$ cat src/sv/mlc_pkg.sv
// shared types and constants of the mu-law compressor
package mlc_pkg;

  localparam int LOG_FRAC  = 30;
  localparam int MU_W      = 16;
  localparam int MANT_W    = 32;
  localparam int LSI_W     = 32;
  localparam int EXP_W     = 5;
  localparam int CFG_IDX_W = 1;
  localparam int CFG_W     = 16;

  // register indexes
  localparam logic [CFG_IDX_W-1:0] REG_MU    = 1'b0;
  localparam logic [CFG_IDX_W-1:0] REG_QUANT = 1'b1;

  // request travelling down the log2 chain
  typedef struct packed {
    logic                valid;
    logic                neg;
    logic                err;
    logic                last;
    logic [EXP_W-1:0]    e;
    logic [MANT_W-1:0]   m;
    logic [LOG_FRAC-1:0] frac;
  } cell_t;

endpackage

$ cat src/sv/mlc_cell.sv
// one squaring cell of the log2 chain, yields one fraction bit
module mlc_cell (
  input  logic          clk_i,
  input  logic          rst_ni,
  input  logic          en_i,
  input  mlc_pkg::cell_t d_i,
  output mlc_pkg::cell_t q_o
);
  import mlc_pkg::*;

  logic [2*MANT_W-1:0] sq;
  logic [MANT_W:0]     t;
  logic                bit_n;
  cell_t               cell_d;
  cell_t               cell_q;

  // square the mantissa, renormalise, shift in the fraction bit
  always_comb begin
    sq            = (2*MANT_W)'(d_i.m) * (2*MANT_W)'(d_i.m);
    t             = sq[2*MANT_W-1:MANT_W-1];
    bit_n         = t[MANT_W];
    cell_d        = d_i;
    cell_d.m      = bit_n ? t[MANT_W:1] : t[MANT_W-1:0];
    cell_d.frac   = {d_i.frac[LOG_FRAC-2:0], bit_n};
  end

  always_ff @(posedge clk_i or negedge rst_ni) begin
    if (!rst_ni) begin
      cell_q <= '0;
    end else if (en_i) begin
      cell_q <= cell_d;
    end
  end

  assign q_o = cell_q;

endmodule

$ cat config.mk
export PLATFORM = sky130hd
export DESIGN_NAME = mlc_cell
export DESIGN_NICKNAME = d
export VERILOG_FILES = /design/src/sv/mlc_pkg.sv /design/src/sv/mlc_cell.sv
export SDC_FILE = /design/constraint.sdc
export NUM_CORES = 2
export LEC_CHECK = 0
export ABC_AREA = 1
export BUFFER_PORTS_ARGS = -buffer_cell sky130_fd_sc_hd__buf_2
export CAP_MARGIN = 20
export CORE_UTILIZATION = 50
export DETAILED_ROUTE_END_ITERATION = 10
export PLACE_DENSITY = 0.64
export SLEW_MARGIN = 20
export SYNTH_ARGS = -nofsm -noshare
export SYNTH_HDL_FRONTEND = slang
export SYNTH_SLANG_ARGS = --single-unit
$ cat constraint.sdc
create_clock -name clk_i -period 0.83 [get_ports clk_i]
set_input_delay 0.083 -clock clk_i [delete_from_list [all_inputs] [get_ports clk_i]]
set_output_delay 0.083 -clock clk_i [all_outputs]
set_load 0.01 [all_outputs]
==> run summary <==
Syn Nets = 5,525
Layout Nets = 6,248
area grow syn2layout = 28.37%
failing checks = setup timing
RSZ-0062 raised after global routing = true
die width = 263.8 µm
Inst Count DP = 5,832
critical path's largest stage delay = 0.60 ns
max FFs per register = 71
worst path bufs/invs = 8
clk buf depth = 2
sequential share of the synthesized area = 5.186%
ys async rst share = 100.0%
status = finished with violations
Final period util = 755.3%
CP Max Fanout = 8
number of max-slew violations in the final report = 0
count of final hold-check violations = 0
MaxCap Viol Count = 0
Inserted Clock Buffers = 9
Sink Count = 71
crit-path leading delay family = adder cells
Multi-input gate area = 28,230 µm²
WL/cell = 15.83 µm
1st-pass router iterations = 5
Port Buffer Count = 143
Congestion Overflow GR = 0
Mapped Area = 34,260 µm²
Clock Tree Root = clkbuf_16
starting density of the core = 50.75%
first-pass GRT wire length = 155.3 mm
Worst Hold Class = in2reg
FF+latch count, synth = 71
Worst Path Arrival = 6.49 ns
highest metal used = met4
WL met3 = 3.938 mm
vias post-DR = 28.50k
Layout Cells excl Fill = 5,962
syn_area_per_cell = 7.858 µm²
gp weighted congestion = 0.9375
number of global-route vias before repair = 30.92k
clk_lat worst skew = 0.33 ns
Die Y-Extent = 263.8 µm
CP Capture Type = flip-flop
global-route usage over all layers = 28.00%
Setup WS post-layout = -5.439 ns
CTS clk-pin slew, worst paths = 0.06 ns
CTS HTree Levels = 3
EDFF count, synth = 0
initial antenna violation count = 2
layout cells sized above 1 = 23.45%
Residual DRC = 0
Rows = 95
Filler Cell Count = 5,635
CP Data Required Time = 1.06 ns
fmax = 159.5 MHz
main flop type after synthesis = dfrtp_1
sequential standard cell area = 1779 µm²
vias per inst = 4.780
Setup Skew = 0 ns
Core Footprint = 67,510 µm²
Synth Instances = 4,360
synth warn = 0
remaining antenna violation count after routing = 0
CTS tree = built
Worst Setup Start Kind = primary input
slew margin rel. = 65.93%
CP most frequent cell = fa_1
I/O pin total = 145
final WL = 94.40 mm
fin crit period = 6.269 ns
post-synth cell types = 36
DRT met1 WL = 39.25 mm
Worst path slowest cell = fa_1
Slew @ Worst Pin = 0.5074 ns
critical path class = in2reg
final setup vio count = 107
detailed placement HPWL = 78.33 mm
length of routed met2 wiring = 47.78 mm
pin count of the biggest net entering global routing = 72
1st-iter DRT viols = 1,467
DIE AREA = 69,570 µm²
==> final cells by class <==
cell class / instances / share of cell area (%)
repair buffers: 837 / 16.47
flip-flops and latches: 71 / 4.045
multi-input cells: 2745 / 64.19
well taps: 873 / 2.484
diodes: 2 / 0.01138
clock buffers: 12 / 0.5832
inverters: 1419 / 12.11
clock inverters: 3 / 0.09672
==> per-layer routing <==
layer | track usage [%] | vias to the layer above
li1 | - | 13650
met1 | 36.53 | 13960
met2 | 49.72 | 701
met3 | 2.396 | 187
met4 | 8.061 | 0
met5 | 0 | -
==> worst paths after layout <==
path | startpoint | depth (start not counted) | endpoint | slack [ns]
max | d_i[36] | 31 | q_o[56]$_DFFE_PN0P_ | -5.44
min | d_i[69] | 3 | q_o[69]$_DFFE_PN0P_ | 0.05
max reg2reg | q_o[2]$_DFFE_PN0P_ | 4 | q_o[2]$_DFFE_PN0P_ | -0.04
min reg2reg | q_o[8]$_DFFE_PN0P_ | 2 | q_o[8]$_DFFE_PN0P_ | 0.47
max in group asynchronous | rst_ni | 3 | q_o[68]$_DFFE_PN0P_ | 0.16
min in group asynchronous | rst_ni | 3 | q_o[38]$_DFFE_PN0P_ | 0.29
==> synth_stat cells, types with 2 or more instances <==
cell	number	share of area [%]
nand4_1	9	0.16
o21bai_1	26	0.57
nor2_2	3	0.055
inv_1	1415	16
nand3_1	133	1.9
nor4_1	5	0.091
xnor2_1	17	0.43
nor2_4	3	0.099
o21ai_0	18	0.26
nand2_2	7	0.13
nor3_1	6	0.088
fa_1	791	46
buf_4	3	0.066
nand2_1	1165	13
buf_1	21	0.23
buf_6	3	0.099
clkbuf_1	98	1.1
or2_2	5	0.091
nor2_1	131	1.4
ha_1	300	11
dfrtp_1	71	5.2
a31oi_1	2	0.037
xor2_1	35	0.89
nand3b_1	13	0.28
a21oi_1	60	0.88
a31o_2	5	0.13
a21o_1	4	0.088
inv_2	3	0.033
==> cells by family after synthesis <==
family | Yosys count | share of synthesized area, %
buffers and inverters | 1544 | 17.01
xor gates and xnor gates | 52 | 1.329
DFF | 71 | 5.186
AOI/OAI and AO/OA | 119 | 2.089
adders and majority gates | 1091 | 57.17
and+or+nand+nor | 1483 | 17.21
==> placed cells by master, fill, tap and decap left out, types with 13 or more instances in the layout <==
cell type,instances
fa_2,47
nor2_4,14
buf_2,85
o21ai_0,17
nand2_2,98
a21oi_2,21
nor2_2,28
inv_1,1373
xor2_1,33
a21oi_1,37
nand3_2,28
buf_12,36
fa_1,744
ha_4,43
dlygate4sd3_1,38
nand3b_1,13
nand2_1,1054
ha_1,256
buf_6,59
nand3_1,103
nor2_1,95
nand2_4,19
dfrtp_1,69
buf_4,584
inv_2,45
o21bai_1,23
buf_8,24
xnor2_1,15
==> worst register-to-register path: stages (launching register included) <==
cell,delay [ns]
dfrtp_1,0.40
buf_4,0.14
buf_4,0.12
nand2_1,0.06
nand2_1,0.05
==> stage by stage <==
step                worst slack (ns)  setup TNS [ns]  instance area (µm²)  hold WS [ns]  utilization (%)
floorplan                     -5.322         -174.97                34610       -0.2126                -
global placement              -6.049         -196.70                40330        0.1374            59.74
detailed placement            -6.036         -198.96                40330        0.1426            59.74
CTS                           -5.479         -187.06                42840      0.008879            63.45
global route                  -5.708         -196.24                43980       0.03871            65.14
finish                        -5.439         -186.58                43980       0.04523            65.14
==> what timing repair did <==
item	4_1_cts	5_1_grt
pin swaps	128	133
setup endpoints to repair	104	104
gates cloned	10	1
buffers inserted	32	33
resized for setup	329	226
endpoints found under the hold margin	108	0
hold buffers	38	0
Power is left out: the tool's default activity adds up to more than one toggle a clock period on the data nets, which glitch-free logic cannot reach.
