===== src/sv/mlc_pkg.sv =====
// shared types and constants of the mu-law compressor
package mlc_pkg;

  localparam int LOG_FRAC  = 30;
  localparam int MU_W      = 16;
  localparam int MANT_W    = 32;
  localparam int LSI_W     = 32;
  localparam int EXP_W     = 5;
  localparam int CFG_IDX_W = 1;
  localparam int CFG_W     = 16;

  // register indexes
  localparam logic [CFG_IDX_W-1:0] REG_MU    = 1'b0;
  localparam logic [CFG_IDX_W-1:0] REG_QUANT = 1'b1;

  // request travelling down the log2 chain
  typedef struct packed {
    logic                valid;
    logic                neg;
    logic                err;
    logic                last;
    logic [EXP_W-1:0]    e;
    logic [MANT_W-1:0]   m;
    logic [LOG_FRAC-1:0] frac;
  } cell_t;

endpackage


===== src/sv/mlc_scale.sv =====
// sequencer that works out 1/log2(1+mu) in unsigned Q1.31
module mlc_scale (
  input  logic                      clk_i,
  input  logic                      rst_ni,
  input  logic                      start_i,
  input  logic [mlc_pkg::MU_W-1:0]  meff_i,
  output logic                      busy_o,
  output logic [mlc_pkg::LSI_W-1:0] lsi_o
);
  import mlc_pkg::*;

  localparam logic [1:0] ST_IDLE = 2'd0;
  localparam logic [1:0] ST_PREP = 2'd1;
  localparam logic [1:0] ST_LOG  = 2'd2;
  localparam logic [1:0] ST_DIV  = 2'd3;

  localparam int VW  = MU_W + 1;
  localparam int KW  = $clog2(VW);
  localparam int DW  = EXP_W + LOG_FRAC;
  localparam int NUMW = 62;
  localparam int CW  = $clog2(NUMW);

  logic [1:0]          state_q, state_d;
  logic [CW-1:0]       cnt_q, cnt_d;
  logic [MANT_W-1:0]   m_q, m_d;
  logic [EXP_W-1:0]    e_q, e_d;
  logic [LOG_FRAC-1:0] frac_q, frac_d;
  logic [NUMW-1:0]     num_q, num_d;
  logic [DW-1:0]       rem_q, rem_d;
  logic [LSI_W-1:0]    quo_q, quo_d;

  logic [VW-1:0]       v;
  logic [KW-1:0]       k;
  logic [2*MANT_W-1:0] sq;
  logic [MANT_W:0]     t;
  logic [DW-1:0]       den;
  logic [DW:0]         rem_sh;

  // leading one of 1+mu and the squaring step
  always_comb begin
    v = VW'(meff_i) + VW'(1);
    k = '0;
    for (int i = 0; i < VW; i++) begin
      if (v[i]) k = KW'(i);
    end
    sq     = (2*MANT_W)'(m_q) * (2*MANT_W)'(m_q);
    t      = sq[2*MANT_W-1:MANT_W-1];
    den    = {e_q, frac_q};
    rem_sh = {rem_q, num_q[NUMW-1]};
  end

  // sequencer
  always_comb begin
    state_d = state_q;
    cnt_d   = cnt_q;
    m_d     = m_q;
    e_d     = e_q;
    frac_d  = frac_q;
    num_d   = num_q;
    rem_d   = rem_q;
    quo_d   = quo_q;
    case (state_q)
      ST_IDLE: begin
      end
      ST_PREP: begin
        m_d     = MANT_W'(v) << (5'(MANT_W - 1) - 5'(k));
        e_d     = EXP_W'(k);
        cnt_d   = CW'(LOG_FRAC - 1);
        state_d = ST_LOG;
      end
      ST_LOG: begin
        m_d    = t[MANT_W] ? t[MANT_W:1] : t[MANT_W-1:0];
        frac_d = {frac_q[LOG_FRAC-2:0], t[MANT_W]};
        cnt_d  = cnt_q - CW'(1);
        if (cnt_q == '0) begin
          state_d = ST_DIV;
          cnt_d   = CW'(NUMW - 1);
        end
      end
      ST_DIV: begin
        if (cnt_q == CW'(NUMW - 1) && num_q == '0 && rem_q == '0) begin
          // first step loads the numerator 2^61 + den/2
          num_d = (NUMW'(1) << 61) + NUMW'(den >> 1);
          rem_d = '0;
          quo_d = '0;
          cnt_d = CW'(NUMW - 1);
          state_d = ST_DIV;
        end
        if (!(cnt_q == CW'(NUMW - 1) && num_q == '0 && rem_q == '0)) begin
          num_d = {num_q[NUMW-2:0], 1'b0};
          if (rem_sh >= (DW+1)'(den)) begin
            rem_d = DW'(rem_sh - (DW+1)'(den));
            quo_d = {quo_q[LSI_W-2:0], 1'b1};
          end else begin
            rem_d = rem_sh[DW-1:0];
            quo_d = {quo_q[LSI_W-2:0], 1'b0};
          end
          cnt_d = cnt_q - CW'(1);
          if (cnt_q == '0) state_d = ST_IDLE;
        end
      end
      default: state_d = ST_IDLE;
    endcase
    if (start_i) state_d = ST_PREP;
    if (state_q == ST_LOG && cnt_q == '0) begin
      num_d = '0;
      rem_d = '0;
    end
  end

  always_ff @(posedge clk_i or negedge rst_ni) begin
    if (!rst_ni) begin
      state_q <= ST_PREP;
      cnt_q   <= '0;
    end else begin
      state_q <= state_d;
      cnt_q   <= cnt_d;
    end
  end

  always_ff @(posedge clk_i) begin
    m_q    <= m_d;
    e_q    <= e_d;
    frac_q <= frac_d;
    num_q  <= num_d;
    rem_q  <= rem_d;
    quo_q  <= quo_d;
  end

  assign busy_o = (state_q != ST_IDLE);
  assign lsi_o  = quo_q;

endmodule


===== config.mk =====
export PLATFORM = sky130hd
export DESIGN_NAME = mlc_scale
export DESIGN_NICKNAME = d
export VERILOG_FILES = /design/src/sv/mlc_pkg.sv /design/src/sv/mlc_scale.sv
export SDC_FILE = /design/constraint.sdc
export NUM_CORES = 2
export LEC_CHECK = 0
export CORE_MARGIN = 2
export CORE_UTILIZATION = 55
export DETAILED_ROUTE_END_ITERATION = 16
export DONT_BUFFER_PORTS = 1
export PLACE_DENSITY = 0.78
export SYNTH_ARGS = -nofsm -noshare
export SYNTH_HDL_FRONTEND = slang
export SYNTH_SLANG_ARGS = --single-unit

===== constraint.sdc =====
create_clock -name clk_i -period 9.5 [get_ports clk_i]
set_input_delay 1.9 -clock clk_i [delete_from_list [all_inputs] [get_ports clk_i]]
set_output_delay 1.9 -clock clk_i [all_outputs]
set_load 0.01 [all_outputs]

==> impl_metrics.toml <==
[cts]
htree_levels = 1
cts_buffer_depth = 3
cts_tree = "built"
cts_sinks = 204
insertion_delay_ns = 0.54
post_cts_resized = 0
cts_buffers = 23
clock-root-buffer = "clkbuf_16"
clk_pin_slew_ns = 0.07

[placed_design]
gp_congestion = 0.955
hpwl_um = 80100
place.port_buffers = 0

[logic_synthesis]
synth.cell_area_um2 = 40000
synthDistinctLibCells = 88
ys.warnings.count = 0
synth_top_flop_cell = "edfxtp_1"
async_flop_share = 0.0392
ys_seq_area_frac = 0.128
yosys.area.top_type = "fa_1"
syn-instance-count = 4297
synth_edf_count = 99
netlist.area_leader.share = 0.396
syn_avg_cell_area_um2 = 9.32
syn-num-nets = 5448
synthTopCellsByArea = "fa_1 (40%), ha_1 (11%), inv_1 (9.7%)"
synth-seq-cells = 204

[grt]
grt_pass1_wl_um = 163000
grt_pass1_vias = 31500
grt_max_degree = 72
grt_overflow = 0
busiest_layer = "met2"
grt_use_total = 0.274
met2_usage = 0.469
antenna_found_initial = 3
gr-usage-met3 = 0.0499
grt_use_met1 = 0.352

[floorplanning]
dieArea_um2 = 75000
io_pins = 52
core_um2 = 71700
start_util = 0.558
die_x_um = 274
dieHeight_um = 274
placementRows = 98

[sta]
fin_skew_ns = 0.0294
worstMarginPinSlew_ns = 1.21
timing.final.crit_period_ns = 9.02
finalHoldViolations = 0
max_freq_mhz = 111
max_slew_margin = 0.193
rsz0062_at_grt = "no"
fin_tns_setup_ns = 0
finalCritPeriodShare = 0.949
slew_viol_final = 0
setup_viol = 0

[finish]
fill_cells = 6009
fin_nets = 5375
layout-drive-gt1-share = 0.0384
antenna_cells = 0
ff_latch_area_um2 = 5120
syn_to_final_growth_pct = 4.79
multi_input_area_um2 = 30400

[drt]
route.detailed.drc = 0
num_vias = 29300
wl_um = 98700
post_drt_wl_per_cell_um = 19.0
avgViaCountPerCell = 5.64
drt_first_pass_iters = 6
first_iter_violations = 2308
postRouteAntennaNets = 0

[hold_path]
hp-class = "flip-flop to flip-flop"

[setup_path]
crit_path_max_fanout = 17
cp_data_arrival_time_ns = 9.28
critPathLaunchType = "flip-flop"
end_kind = "flip-flop"
crit_type = "flip-flop to flip-flop"
required_ns = 9.76

[status]
outcome = "completed"

[run]
maxCapViolCount = 0
metal layers:
metal,vias to the layer above,part of all wire
met2,1181,0.48
met3,289,0.084
met1,14600,0.39
met5,-,0.00027
li1,13200,-
met4,4,0.040
path summary, 6_finish.rpt:
| kind | startpoint | to | slack, ns | depth (start not counted) |
|---|---|---|---|---|
| max in group asynchronous | rst_ni | state_q[0] | 8.26 | 0 |
| worst max register to register | m_q[13] | m_q[7] | 0.48 | 27 |
| min in group asynchronous | rst_ni | cnt_q[4] | 1.06 | 0 |
| worst min-delay path | frac_q[8] | frac_q[9] | 0.48 | 0 |
| worst min register to register | frac_q[8] | frac_q[9] | 0.48 | 0 |
| worst max-delay path | m_q[13] | m_q[7] | 0.48 | 27 |
critical path: stages (launching register included):
cell       delay [ns]
edfxtp_1         0.84
nand2_1          0.24
xor2_1           0.21
ha_1             0.20
a31o_2           0.23
fa_1             0.53
inv_1            0.05
fa_1             0.47
fa_1             0.54
inv_1            0.05
fa_1             0.49
inv_1            0.06
fa_1             0.53
inv_1            0.05
fa_1             0.40
fa_1             0.43
ha_1             0.36
a21oi_1          0.24
o21ai_1          0.13
a2111oi_0        0.37
o2111ai_1        0.49
a211oi_2         0.41
nor2_1           0.14
a211oi_2         0.37
xor2_4           0.20
buf_4            0.29
nor2_1           0.09
nor3_1           0.35
timing repair:
item	CTS	global route
hold buffers	0	0
endpoints found under the hold margin	0	0
setup endpoints to repair	0	15
buffers inserted	0	8
final cells by class:
type	count	area share
Multi-Input combinational cell	2883	0.724
Sequential cell	204	0.122
Inverter	1039	0.0930
Tap cell	950	0.0283
Clock buffer	35	0.0173
Timing Repair Buffer	73	0.0138
Clock inverter	7	0.00143
synth_stat cells (8+ instances only):
library cell	count
or2_2	8
or3_1	12
nand2b_1	9
clkbuf_1	148
dfxtp_1	97
mux2_2	8
inv_1	1035
o21bai_1	18
a31oi_1	22
ha_1	340
edfxtp_1	99
xor2_1	45
nand2_1	359
nand4_1	28
o31ai_1	12
o21ai_0	127
a21o_1	50
o211ai_1	15
a31o_2	15
a211oi_1	9
nor3_1	31
fa_1	792
a21oi_1	188
and3_1	22
mux2i_1	59
o21a_1	15
nor4_1	27
nor2_1	156
buf_2	13
nand3_1	45
nor2b_1	49
o2111ai_1	10
xnor2_1	64
and2_1	242
registers in the layout (all words and copies together), names as in the netlist:
register and flops:
cnt_q 6, e_q 5, frac_q 30, lsi_o 32, m_q 32, num_q 62
rem_q 35, state_q 2
kinds of logic (layout without fill, tap and decap cells):
kind of cell,Yosys count,after routing,share of synthesized area
mux,68,68,0.0173
fa+ha+maj,1132,1132,0.502
flops,204,204,0.128
simple gates,1017,1017,0.126
compound gates,556,556,0.0875
buf+inv,1210,1154,0.114
xor+xnor,110,110,0.0243
cell usage in the layout (no fill, tap or decap), drive strengths merged, types with 8 or more instances in the layout:
cell type     n
nand3        46
mux2          9
o21a         15
o21bai       18
nand2       360
o21ai       133
xnor2        64
a31o         15
or3          12
o211ai       15
buf          73
ha          340
a211oi       12
nor3         33
or2          10
and2        243
o31ai        14
a21o         50
nand4        29
nor2        156
inv        1041
and4          8
clkbuf       35
and3         22
nor4         27
xor2         46
dfxtp        97
nor2b        49
mux2i        59
nand2b        9
fa          792
o2111ai      10
a21oi       188
edfxtp       99
a31oi        23
metrics by stage:
step,util,hold slack [ns],area [um^2],cells,setup WS (ns)
finish,0.585,0.478,41900,5191,0.483
detailed placement,0.573,0.471,41100,5141,0.470
global placement,0.573,0.460,41100,5141,0.644
CTS,0.584,0.481,41900,5183,0.434
global route,0.585,0.498,41900,5191,0.0328
floorplan,-,0.433,40000,4297,1.59
Power is not shown: default switching activity piles up to over one toggle a cycle in this logic, so the estimate is an artifact.
